`config.mk`:
```
export PLATFORM = sky130hd
export DESIGN_NAME = ulp_error_statistics_flat
export DESIGN_NICKNAME = d
export VERILOG_FILES = /design/src/ulpes_pkg.sv /design/src/ulpes_if.sv /design/src/ulpes_gap_pipe.sv /design/src/ulpes_accum.sv /design/src/ulpes_report.sv /design/src/ulp_error_statistics.sv /design/src/flat_wrapper.sv
export VERILOG_INCLUDE_DIRS = /design/src /design/src/src
export SDC_FILE = /design/constraint.sdc
export NUM_CORES = 2
export LEC_CHECK = 0
export BUFFER_PORTS_ARGS = -buffer_cell sky130_fd_sc_hd__buf_2
export CELL_PAD_IN_SITES_DETAIL_PLACEMENT = 1
export CELL_PAD_IN_SITES_GLOBAL_PLACEMENT = 1
export CORE_ASPECT_RATIO = 2
export CORE_MARGIN = 1.5
export CORE_UTILIZATION = 54
export DETAILED_ROUTE_END_ITERATION = 8
export PLACE_DENSITY = 0.95
export SLEW_MARGIN = 20
export SYNTH_ARGS = -nofsm -noshare
export SYNTH_HDL_FRONTEND = slang
export SYNTH_HIERARCHICAL = 1
export SYNTH_SLANG_ARGS = --single-unit
```
`constraint.sdc`:
```
create_clock -name i_clk -period 104.3 [get_ports i_clk]
set_clock_uncertainty 0.05 [all_clocks]
set_input_delay 10.43 -clock i_clk [delete_from_list [all_inputs] [get_ports i_clk]]
set_output_delay 10.43 -clock i_clk [all_outputs]
set_load 0.01 [all_outputs]
```
`src/ulp_error_statistics_defines.svh`:
```
// assertion macros for the ulp error statistics block
// used by the top level only, no other dependencies
`ifndef ULP_ERROR_STATISTICS_DEFINES_SVH
`define ULP_ERROR_STATISTICS_DEFINES_SVH

// same-cycle implication, disabled during reset
`define ULPES_ASSERT_NOW(lbl, clk, rst_n, ante, cons, msg) \
    lbl: assert property (@(posedge clk) disable iff (!(rst_n)) (ante) |-> (cons)) \
        else $error(msg);

// next-cycle implication, disabled during reset
`define ULPES_ASSERT_NEXT(lbl, clk, rst_n, ante, cons, msg) \
    lbl: assert property (@(posedge clk) disable iff (!(rst_n)) (ante) |=> (cons)) \
        else $error(msg);

`endif

```
`src/ulpes_pkg.sv`:
```
// shared types, constants and a helper function of the ulp error statistics block
// no dependencies
`timescale 1ns / 1ps
`default_nettype none

package ulpes_pkg;

    localparam int DEF_COUNT_BITS = 48;
    localparam int DEF_HIST_BINS  = 16;
    localparam int OUT_CNT_W      = 48;
    localparam int GAP_W          = 64;
    localparam int BIN_NUM_W      = 5;

    localparam logic REQ_COMPARE = 1'b0;
    localparam logic REQ_FINISH  = 1'b1;

    localparam logic [GAP_W-1:0] SIGN_BIT = {1'b1, {(GAP_W-1){1'b0}}};

    typedef struct packed {
        logic             req_type;
        logic [GAP_W-1:0] want_bits;
        logic [GAP_W-1:0] got_bits;
    } t_in_word;

    typedef struct packed {
        logic [OUT_CNT_W-1:0] pair_total;
        logic [OUT_CNT_W-1:0] mismatch_total;
        logic [GAP_W-1:0]     largest_gap;
        logic [GAP_W-1:0]     gap_sum;
        logic [BIN_NUM_W-1:0] bin_number;
        logic [OUT_CNT_W-1:0] bin_total;
        logic                 final_result;
    } t_out_word;

    // one item leaving the gap pipeline
    typedef struct packed {
        logic             vld;
        logic             fin;
        logic             mism;
        logic [GAP_W-1:0] gap;
    } t_gap_item;

    // totals frozen at a finish
    typedef struct packed {
        logic [OUT_CNT_W-1:0] pair_total;
        logic [OUT_CNT_W-1:0] mismatch_total;
        logic [GAP_W-1:0]     largest_gap;
        logic [GAP_W-1:0]     gap_sum;
    } t_totals;

    // monotone mapping, -0 and +0 both land on 2^63
    function automatic logic [GAP_W-1:0] order_key(input logic [GAP_W-1:0] bits);
        logic [GAP_W-1:0] key;
        if (bits[GAP_W-1]) begin
            key = ~bits + GAP_W'(1);
        end else begin
            key = bits ^ SIGN_BIT;
        end
        return key;
    endfunction

endpackage

`default_nettype wire

```
`src/ulpes_if.sv`:
```
// valid/ready channel interfaces for request and report words
// depends on ulpes_pkg
`timescale 1ns / 1ps
`default_nettype none

interface ulpes_in_if import ulpes_pkg::*; ();
    logic     valid;
    logic     ready;
    t_in_word word;

    modport source (output valid, output word, input ready);
    modport sink   (input valid, input word, output ready);
endinterface

interface ulpes_out_if import ulpes_pkg::*; ();
    logic      valid;
    logic      ready;
    t_out_word word;

    modport source (output valid, output word, input ready);
    modport sink   (input valid, input word, output ready);
endinterface

`default_nettype wire

```
`src/ulpes_gap_pipe.sv`:
```
// input register, key mapping and ulp gap stages
// depends on ulpes_pkg and ulpes_if
`timescale 1ns / 1ps
`default_nettype none

module ulpes_gap_pipe import ulpes_pkg::*; (
    input  wire        i_clk,
    input  wire        i_rst_n,
    ulpes_in_if.sink   i_req,
    input  wire        i_hold,
    output t_gap_item  o_item
);

    logic             adv;
    logic             r_s1_vld;
    t_in_word         r_s1;
    logic             r_s2_vld;
    logic             r_s2_fin;
    logic             r_s2_eq;
    logic [GAP_W-1:0] r_s2_ka;
    logic [GAP_W-1:0] r_s2_kb;
    logic             r_s3_vld;
    logic             r_s3_fin;
    logic             r_s3_mism;
    logic [GAP_W-1:0] r_s3_gap;
    logic [GAP_W:0]   d_ab;
    logic [GAP_W:0]   d_ba;

    assign adv         = !i_hold;
    assign i_req.ready = adv;

    assign d_ab = {1'b0, r_s2_ka} - {1'b0, r_s2_kb};
    assign d_ba = {1'b0, r_s2_kb} - {1'b0, r_s2_ka};

    always_ff @(posedge i_clk) begin
        if (!i_rst_n) begin
            r_s1_vld <= 1'b0;
            r_s2_vld <= 1'b0;
            r_s3_vld <= 1'b0;
        end else if (adv) begin
            r_s1_vld <= i_req.valid;
            r_s2_vld <= r_s1_vld;
            r_s3_vld <= r_s2_vld;
        end
    end

    always_ff @(posedge i_clk) begin
        if (adv) begin
            r_s1      <= i_req.word;
            r_s2_fin  <= (r_s1.req_type == REQ_FINISH);
            r_s2_eq   <= (r_s1.want_bits == r_s1.got_bits);
            r_s2_ka   <= order_key(r_s1.want_bits);
            r_s2_kb   <= order_key(r_s1.got_bits);
            r_s3_fin  <= r_s2_fin;
            r_s3_mism <= !r_s2_eq;
            r_s3_gap  <= d_ab[GAP_W] ? d_ba[GAP_W-1:0] : d_ab[GAP_W-1:0];
        end
    end

    always_comb begin
        o_item.vld  = r_s3_vld;
        o_item.fin  = r_s3_fin;
        o_item.mism = r_s3_mism;
        o_item.gap  = r_s3_gap;
    end

endmodule

`default_nettype wire

```
`src/ulpes_accum.sv`:
```
// live statistics: counters, largest gap, gap sum and histogram lanes
// depends on ulpes_pkg
`timescale 1ns / 1ps
`default_nettype none

module ulpes_accum import ulpes_pkg::*; #(
    parameter int COUNT_BITS = DEF_COUNT_BITS,
    parameter int HIST_BINS  = DEF_HIST_BINS
) (
    input  wire                   i_clk,
    input  wire                   i_rst_n,
    input  wire                   i_take,
    input  t_gap_item             i_item,
    output t_totals               o_tot,
    output logic [OUT_CNT_W-1:0]  o_hist [HIST_BINS]
);

    localparam logic [COUNT_BITS-1:0] CNT_MAX = '1;

    logic [COUNT_BITS-1:0] r_pair, n_pair;
    logic [COUNT_BITS-1:0] r_mism, n_mism;
    logic [GAP_W-1:0]      r_max, n_max;
    logic [GAP_W-1:0]      r_sum, n_sum;
    logic [COUNT_BITS-1:0] r_lane [HIST_BINS];
    logic [COUNT_BITS-1:0] n_lane [HIST_BINS];
    logic [GAP_W:0]        sum_ext;
    logic                  cmp;
    logic                  hit;

    function automatic logic [COUNT_BITS-1:0] sat_inc(input logic [COUNT_BITS-1:0] v);
        return (v == CNT_MAX) ? v : v + COUNT_BITS'(1);
    endfunction

    assign sum_ext = {1'b0, r_sum} + {1'b0, i_item.gap};
    assign cmp     = i_take && !i_item.fin;
    assign hit     = cmp && i_item.mism;

    always_comb begin
        n_pair = r_pair;
        n_mism = r_mism;
        n_max  = r_max;
        n_sum  = r_sum;
        for (int k = 0; k < HIST_BINS; k++) begin
            n_lane[k] = r_lane[k];
        end
        if (i_take && i_item.fin) begin
            // finish: totals were frozen by the reporter this cycle
            n_pair = '0;
            n_mism = '0;
            n_max  = '0;
            n_sum  = '0;
            for (int k = 0; k < HIST_BINS; k++) begin
                n_lane[k] = '0;
            end
        end else if (cmp) begin
            n_pair = sat_inc(r_pair);
            if (hit) begin
                n_mism = sat_inc(r_mism);
                if (i_item.gap > r_max) begin
                    n_max = i_item.gap;
                end
                n_sum = sum_ext[GAP_W] ? '1 : sum_ext[GAP_W-1:0];
                // a signed-zero mismatch has gap zero and matches no lane
                for (int k = 0; k < HIST_BINS - 1; k++) begin
                    if (i_item.gap == GAP_W'(k + 1)) begin
                        n_lane[k] = sat_inc(r_lane[k]);
                    end
                end
                if (i_item.gap >= GAP_W'(HIST_BINS)) begin
                    n_lane[HIST_BINS-1] = sat_inc(r_lane[HIST_BINS-1]);
                end
            end
        end
    end

    always_ff @(posedge i_clk) begin
        if (!i_rst_n) begin
            r_pair <= '0;
            r_mism <= '0;
            r_max  <= '0;
            r_sum  <= '0;
            for (int k = 0; k < HIST_BINS; k++) begin
                r_lane[k] <= '0;
            end
        end else begin
            r_pair <= n_pair;
            r_mism <= n_mism;
            r_max  <= n_max;
            r_sum  <= n_sum;
            for (int k = 0; k < HIST_BINS; k++) begin
                r_lane[k] <= n_lane[k];
            end
        end
    end

    always_comb begin
        o_tot.pair_total     = OUT_CNT_W'(r_pair);
        o_tot.mismatch_total = OUT_CNT_W'(r_mism);
        o_tot.largest_gap    = r_max;
        o_tot.gap_sum        = r_sum;
        for (int k = 0; k < HIST_BINS; k++) begin
            o_hist[k] = OUT_CNT_W'(r_lane[k]);
        end
    end

endmodule

`default_nettype wire

```
`src/ulpes_report.sv`:
```
// report buffer: frozen totals plus a shift line of bins, one word per cycle while o_rep is ready
// depends on ulpes_pkg and ulpes_if
`timescale 1ns / 1ps
`default_nettype none

module ulpes_report import ulpes_pkg::*; #(
    parameter int HIST_BINS = DEF_HIST_BINS
) (
    input  wire                  i_clk,
    input  wire                  i_rst_n,
    input  wire                  i_load,
    input  t_totals              i_tot,
    input  wire [OUT_CNT_W-1:0]  i_hist [HIST_BINS],
    output logic                 o_free,
    ulpes_out_if.source          o_rep
);

    localparam int NUM_W = $clog2(HIST_BINS + 1);

    logic                 r_busy;
    logic [NUM_W-1:0]     r_num;
    t_totals              r_tot;
    logic [OUT_CNT_W-1:0] r_bins [HIST_BINS];
    logic                 pop;
    logic                 last;

    assign last   = (r_num == NUM_W'(HIST_BINS));
    assign pop    = r_busy && o_rep.ready;
    assign o_free = !r_busy || (pop && last);

    always_ff @(posedge i_clk) begin
        if (!i_rst_n) begin
            r_busy <= 1'b0;
            r_num  <= NUM_W'(1);
        end else if (i_load) begin
            r_busy <= 1'b1;
            r_num  <= NUM_W'(1);
        end else if (pop) begin
            if (last) begin
                r_busy <= 1'b0;
            end else begin
                r_num <= r_num + NUM_W'(1);
            end
        end
    end

    always_ff @(posedge i_clk) begin
        if (i_load) begin
            r_tot <= i_tot;
            for (int k = 0; k < HIST_BINS; k++) begin
                r_bins[k] <= i_hist[k];
            end
        end else if (pop) begin
            for (int k = 0; k < HIST_BINS - 1; k++) begin
                r_bins[k] <= r_bins[k+1];
            end
        end
    end

    assign o_rep.valid = r_busy;

    always_comb begin
        o_rep.word.pair_total     = r_tot.pair_total;
        o_rep.word.mismatch_total = r_tot.mismatch_total;
        o_rep.word.largest_gap    = r_tot.largest_gap;
        o_rep.word.gap_sum        = r_tot.gap_sum;
        o_rep.word.bin_number     = BIN_NUM_W'(r_num);
        o_rep.word.bin_total      = r_bins[0];
        o_rep.word.final_result   = last;
    end

endmodule

`default_nettype wire

```
`src/ulp_error_statistics.sv`:
```
// top level of the float64 ulp distance statistics block
// depends on ulpes_pkg, ulpes_if, ulpes_gap_pipe, ulpes_accum, ulpes_report
// and the assertion macros in ulp_error_statistics_defines.svh
//
// usage:
//   i_req carries request words: req_type 0 compares want_bits against got_bits
//   (raw double patterns), req_type 1 is a finish. o_rep carries report words,
//   HIST_BINS of them per finish, bins 1..HIST_BINS in rising order, with
//   final_result set on the last one; the four totals repeat in each word.
// flow:
//   one request word per cycle is taken while no finish is held. a compare
//   passes the input, key and gap registers and is then folded into the
//   statistics registers. the first report word of a finish is valid once the
//   finish leaves the gap registers and loads the report buffer, then one word
//   per cycle while o_rep is ready, so a report is HIST_BINS words long.
// stalls:
//   the report buffer is its own output register, so compares keep flowing
//   while a report drains. a second finish waits in the gap stage, and i_req
//   drops ready, until the buffer hands out its last word.
// reset:
//   synchronous, active low; empties the pipeline and report buffer and clears
//   all counters, the largest gap, the sum and every histogram bin.
`timescale 1ns / 1ps
`default_nettype none
`include "ulp_error_statistics_defines.svh"

module ulp_error_statistics import ulpes_pkg::*; #(
    parameter int COUNT_BITS = DEF_COUNT_BITS,
    parameter int HIST_BINS  = DEF_HIST_BINS
) (
    input  wire          i_clk,
    input  wire          i_rst_n,
    ulpes_in_if.sink     i_req,
    ulpes_out_if.source  o_rep
);

    t_gap_item            item;
    t_totals              tot;
    logic [OUT_CNT_W-1:0] hist [HIST_BINS];
    logic                 rep_free;
    logic                 hold;
    logic                 take;
    logic                 take_fin;

    // a finish at the end of the gap stage needs a free report buffer
    assign hold     = item.vld && item.fin && !rep_free;
    assign take     = item.vld && !hold;
    assign take_fin = take && item.fin;

    ulpes_gap_pipe u_gap_pipe (
        .i_clk   (i_clk),
        .i_rst_n (i_rst_n),
        .i_req   (i_req),
        .i_hold  (hold),
        .o_item  (item)
    );

    // statistics registers, cleared in the cycle the report freezes them
    ulpes_accum #(
        .COUNT_BITS (COUNT_BITS),
        .HIST_BINS  (HIST_BINS)
    ) u_accum (
        .i_clk   (i_clk),
        .i_rst_n (i_rst_n),
        .i_take  (take),
        .i_item  (item),
        .o_tot   (tot),
        .o_hist  (hist)
    );

    // report buffer doubles as the output register
    ulpes_report #(
        .HIST_BINS (HIST_BINS)
    ) u_report (
        .i_clk   (i_clk),
        .i_rst_n (i_rst_n),
        .i_load  (take_fin),
        .i_tot   (tot),
        .i_hist  (hist),
        .o_free  (rep_free),
        .o_rep   (o_rep)
    );

    // a taken finish opens a report at bin one
    `ULPES_ASSERT_NEXT(a_report_opens, i_clk, i_rst_n, take_fin, o_rep.valid && (o_rep.word.bin_number == BIN_NUM_W'(1)), "report did not open at bin one")

    // the last word drained with no new finish closes the report
    `ULPES_ASSERT_NEXT(a_report_closes, i_clk, i_rst_n, o_rep.valid && o_rep.ready && o_rep.word.final_result && !take_fin, !o_rep.valid, "report still valid after final word")

    // a held finish is still waiting in the gap stage in the next cycle
    `ULPES_ASSERT_NEXT(a_hold_keeps_finish, i_clk, i_rst_n, hold, item.vld && item.fin, "held finish was lost")

    // no request enters while a finish is held
    `ULPES_ASSERT_NOW(a_hold_blocks_input, i_clk, i_rst_n, hold && o_rep.valid, !i_req.ready, "request taken during a held finish")

endmodule

`default_nettype wire

```
`src/flat_wrapper.sv`:
```
// flat-port wrapper written by rule: the top's interface ports become plain ports
module ulp_error_statistics_flat import ulpes_pkg::*;
#(
    parameter int COUNT_BITS = DEF_COUNT_BITS,
    parameter int HIST_BINS  = DEF_HIST_BINS
)
  (i_clk, i_rst_n, i_req_valid, i_req_word, i_req_ready, o_rep_valid, o_rep_word, o_rep_ready);
  ulpes_in_if i_req_i ();
  ulpes_out_if o_rep_i ();
  input  wire i_clk;
  input  wire i_rst_n;
  input wire logic [$bits(i_req_i.valid)-1:0] i_req_valid;
  input wire logic [$bits(i_req_i.word)-1:0] i_req_word;
  output wire logic [$bits(i_req_i.ready)-1:0] i_req_ready;
  output wire logic [$bits(o_rep_i.valid)-1:0] o_rep_valid;
  output wire logic [$bits(o_rep_i.word)-1:0] o_rep_word;
  input wire logic [$bits(o_rep_i.ready)-1:0] o_rep_ready;
  assign i_req_i.valid = i_req_valid;
  assign i_req_i.word = i_req_word;
  assign i_req_ready = i_req_i.ready;
  assign o_rep_valid = o_rep_i.valid;
  assign o_rep_word = o_rep_i.word;
  assign o_rep_i.ready = o_rep_ready;
  ulp_error_statistics #(.COUNT_BITS(COUNT_BITS), .HIST_BINS(HIST_BINS)) u_core (.i_clk(i_clk), .i_rst_n(i_rst_n), .i_req(i_req_i), .o_rep(o_rep_i));
endmodule
```
==> flow_summary_export.csv <==
group,metric,value,unit
status,outcome,"finished with violations",
clock_network,post_cts_buffers,0,
synth,synthTopCellsByArea,"edfxtp_1 (37%), dfxtp_1 (19%), mux2_2 (5.4%)",
sta,fin_crit_sh,21.7,%
setup_path,cp_max_fo,50,
grt,grt_pass1_wl,595,mm
run,maxCapViolations,4,
sta,hold_violations,0,
clock_network,clkLatencyLatePin,920,ps
routing,final_antenna_net_count,0,
setup_path,path_cells,"buf_2 > nand2_1 > nand2_1 > nor2_1 > inv_8 > buf_2",
synth,ys_ff_latch,2318,
synth,synth_fa_ha_area_share,3.28,%
pwr,power_density,17.8,nW/um^2
clock_network,post_cts_resize_count,0,
final_layout,final_area,119000,sq um
sta,max_slew_margin,-17.8,%
pwr,pwr-share-seq,48.9,%
grt,antenna_found_initial,62,
grt,met2_usage,67.1,%
place,placed_area,112000,sq um
pwr,pwr-share-comb,12.7,%
floorplanning,die_h,636,um
floorplanning,die_w,320,um
pwr,p_int,1.52,mW
clock_network,cts_hold_buf,0,
routing,initialDrtViolationCount,10200,
setup_path,path_depth,6,
synth,synthMuxAreaShare,9.11,%
sta,fin_hold_ws,357,ps
floorplanning,boundaryPins,413,
synth,synth_compound_area_share,7.48,%
place,hpwl,252,mm
clock_network,cts_tree,"done",
floorplanning,initial_core_util,54.3,%
routing,num_vias,86300,
status,violations,"design-rule violations, max-capacitance violations, max-slew violations",
setup_path,required,93820,ps
synth,syn_inst,9571,
clock_network,cts.clk_slew.worst_paths,70,ps
setup_path,cpPeakStageDelay,670,ps
grt,overflow,0,
grt,grt_pass1_vias,90400,
clock_network,cts_buffers,203,
synth,synth_edf_count,1317,
synth,synthFlopType,"edfxtp_1",
final_layout,multi_input_area,45500,sq um
clock_network,cts_max_level,4,
sta,rsz0062_at_grt,"no",
setup_path,setup.worst_path.end,"i_req_ready",
synth,synth-xor-area-share,7.99,%
floorplanning,fp.coreArea,199000,sq um
synth,yosysUniqueCellTypes,99,
setup_path,regToRegSetupSlack,96040,ps
routing,first_pass_iters,9,
synth,post_synth.cell_area_avg,11.3,sq um
final_layout,area_delta_synth_final,10.0,%
setup_path,critPathTopFamily,"simple AND/OR/NAND/NOR gates",
floorplanning,die-area,203000,sq um
pwr,p_clk_share,38.4,%
setup_path,arrival,12180,ps
final_layout,regArea,59600,sq um
place,gp_congestion,0.933,
routing,avgViaCountPerCell,6.84,
clock_network,clock-sinks,2318,
routing,drc,3,
pwr,peakVddDrop,0.0144,mV
synth,synth_top_family_by_area,"simple AND/OR/NAND/NOR gates",
synth,synth_seq_area_share,55.1,%
grt,grt_use_met1,38.7,%
final_layout,final_util,59.7,%
pwr,p_switching,0.602,mW
grt,grtUsageTotal,38.9,%
final_layout,nets,10300,
place,portBuffers,412,
synth,synthTopCellsByCount,"edfxtp_1 (1,317), nor2_1 (1,036), dfxtp_1 (1,001), nand2_1 (555), xor2_1 (555)",
setup_path,crit_slowest_cell,"nor2_1",
setup_path,crit_path_start,"o_rep_ready",
place,post-place-ws,81790,ps
min_path,min_delay_path_depth,0,
setup_path,reg2reg_to,"u_core/u_accum/r_lane[0][331]$_SDFFE_PP0P_",
grt,grt_util_met3,9.11,%
synth,yosysWarnings,6,
sta,tightest_slew,1750,ps
grt,grt_max_degree,198,
sta,finalCriticalPeriod,22660,ps
setup_path,critical_path_class,"input pin to primary output",
routing,wl_per_cell,33.9,um
synth,synthesis.nets,9986,
synth,synth_most_common_cell,"edfxtp_1",
routing,totalWireLength,428,mm
final_layout,drive_gt1_share,16.1,%
setup_path,critPathBufInv,3,
synth,synth_top_area_cell,"edfxtp_1",
pwr,swShare,28.4,%
synth,syn-cell-area,108000,sq um
clock_network,clock_path_buffers,4,
setup_path,end_kind,"primary output",
clock_network,root_buffer,"clkbuf_16",
final_layout,fillers,20100,
synth,async_flop_share,0,%
setup_path,critPathLaunchType,"input pin",
setup_path,rr_worst_depth,18,
sta,drv_slew,17,
setup_path,r2r_start,"u_core/u_report/r_num[0]$_SDFFE_PP1P_",
sta,fmax,44.1,MHz
grt,top_usage_layer,"met2",
sta,layout_setup_ws,81640,ps
sta,setup_violations,0,
pwr,leakage,43.7,nW
floorplanning,num_rows,232,
synth,synth_top_area_share,36.6,%
min_path,hold_path.class,"flip-flop to flip-flop",
sta,setup_tns,0,ps
synth,synthSimpleGateAreaFrac,14.1,%
-- layer usage --
layer / vias to the layer above / share of wire, %
met1: 42200 / 32
met4: 37 / 12
met3: 2821 / 8.6
met2: 6306 / 48
li1: 34900 / -
met5: - / 0.097
-- through the flow --
step	total power, mW	std cells
6_report	2.12	12600
3_5_place_dp	1.31	12200
2_1_floorplan	1.22	9571
3_3_place_gp	1.29	12200
5_1_grt	2.17	12600
4_1_cts	2.10	12600
-- power by group through the flow --
stage | Clock, mW | Combinational (mW) | Sequential, mW
after floorplan | 0 | 0.178 | 1.04
after detailed placement | 0 | 0.251 | 1.06
after global routing | 0.840 | 0.286 | 1.04
after CTS | 0.802 | 0.258 | 1.04
after global placement | 0 | 0.238 | 1.05
final | 0.814 | 0.269 | 1.04
-- layout by cell type, fill, tap and decap left out, types with 33 or more instances in the layout --
| cell | count |
|---|---|
| o21bai_1 | 44 |
| o21ai_0 | 407 |
| edfxtp_1 | 1317 |
| nand3_1 | 349 |
| and2_1 | 52 |
| buf_4 | 57 |
| nor4_1 | 72 |
| o31ai_1 | 51 |
| nor3_1 | 100 |
| or3_1 | 193 |
| xnor2_1 | 432 |
| dfxtp_1 | 1001 |
| mux2_2 | 520 |
| diode_2 | 38 |
| and3_1 | 153 |
| ha_1 | 279 |
| clkbuf_1 | 44 |
| nand2b_1 | 35 |
| mux2_4 | 200 |
| clkbuf_16 | 206 |
| a21oi_1 | 489 |
| buf_2 | 412 |
| inv_1 | 331 |
| mux2i_1 | 100 |
| clkinv_2 | 33 |
| nor2_1 | 1035 |
| nand2_1 | 553 |
| and4_1 | 107 |
| a21o_1 | 126 |
| xor2_1 | 555 |
| nand4_1 | 249 |
| nor2b_1 | 46 |
-- logic make-up after synthesis --
logic type | Yosys count
AND/OR/NAND/NOR | 3073
flip-flops | 2318
AO/OA/AOI/OAI | 1349
XOR/XNOR | 987
multiplexers | 820
buffers and inverters | 742
adder cells (fa/ha/maj) | 282
-- layout make-up --
cell class / count / area share (%)
clock buffers: 278 / 4.79
clock inverters: 90 / 0.821
well taps: 2574 / 2.71
inverters: 334 / 1.06
flip-flops and latches: 2318 / 50.1
diodes: 38 / 0.0799
repair buffers: 480 / 2.27
multi-input cells: 6511 / 38.2
-- flip-flops by register name (all words and copies together) (netlist names) --
name / count
u_core/u_accum/r_lane: 768
u_core/u_report/r_bins: 768
u_core/u_report/o_rep.word: 224
u_core/u_gap_pipe/r_s1: 129
u_core/u_accum/r_max: 64
u_core/u_accum/r_sum: 64
u_core/u_gap_pipe/r_s2_ka: 64
u_core/u_gap_pipe/r_s2_kb: 64
u_core/u_gap_pipe/r_s3_gap: 64
u_core/u_accum/r_mism: 48
u_core/u_accum/r_pair: 48
u_core/u_report/r_num: 5
u_core/u_gap_pipe/r_s1_vld: 1
u_core/u_gap_pipe/r_s2_eq: 1
u_core/u_gap_pipe/r_s2_fin: 1
u_core/u_gap_pipe/r_s2_vld: 1
u_core/u_gap_pipe/r_s3_fin: 1
u_core/u_gap_pipe/r_s3_mism: 1
u_core/u_gap_pipe/r_s3_vld: 1
u_core/u_report/o_rep.valid: 1
-- worst min path at each step --
| stage | start | endpoint | slack (ps) |
|---|---|---|---|
| 5_1_grt | u_core/u_accum/r_max[11]$_SDFFE_PP0P_ | u_core/u_report/o_rep.word[129]$_DFFE_PP_ | 370 |
| 6_report | u_core/u_accum/r_max[11]$_SDFFE_PP0P_ | u_core/u_report/o_rep.word[129]$_DFFE_PP_ | 360 |
| 2_1_floorplan | u_core/u_gap_pipe/r_s1[128]$_DFFE_PN_ | u_core/u_gap_pipe/r_s2_fin$_DFFE_PN_ | 350 |
| 3_5_place_dp | u_core/u_gap_pipe/r_s1[128]$_DFFE_PN_ | u_core/u_gap_pipe/r_s2_fin$_DFFE_PN_ | 360 |
| 3_3_place_gp | u_core/u_gap_pipe/r_s2_fin$_DFFE_PN_ | u_core/u_gap_pipe/r_s3_fin$_DFFE_PN_ | 360 |
| 4_1_cts | u_core/u_accum/r_max[11]$_SDFFE_PP0P_ | u_core/u_report/o_rep.word[129]$_DFFE_PP_ | 360 |
(Power assumes the default switching activity.)
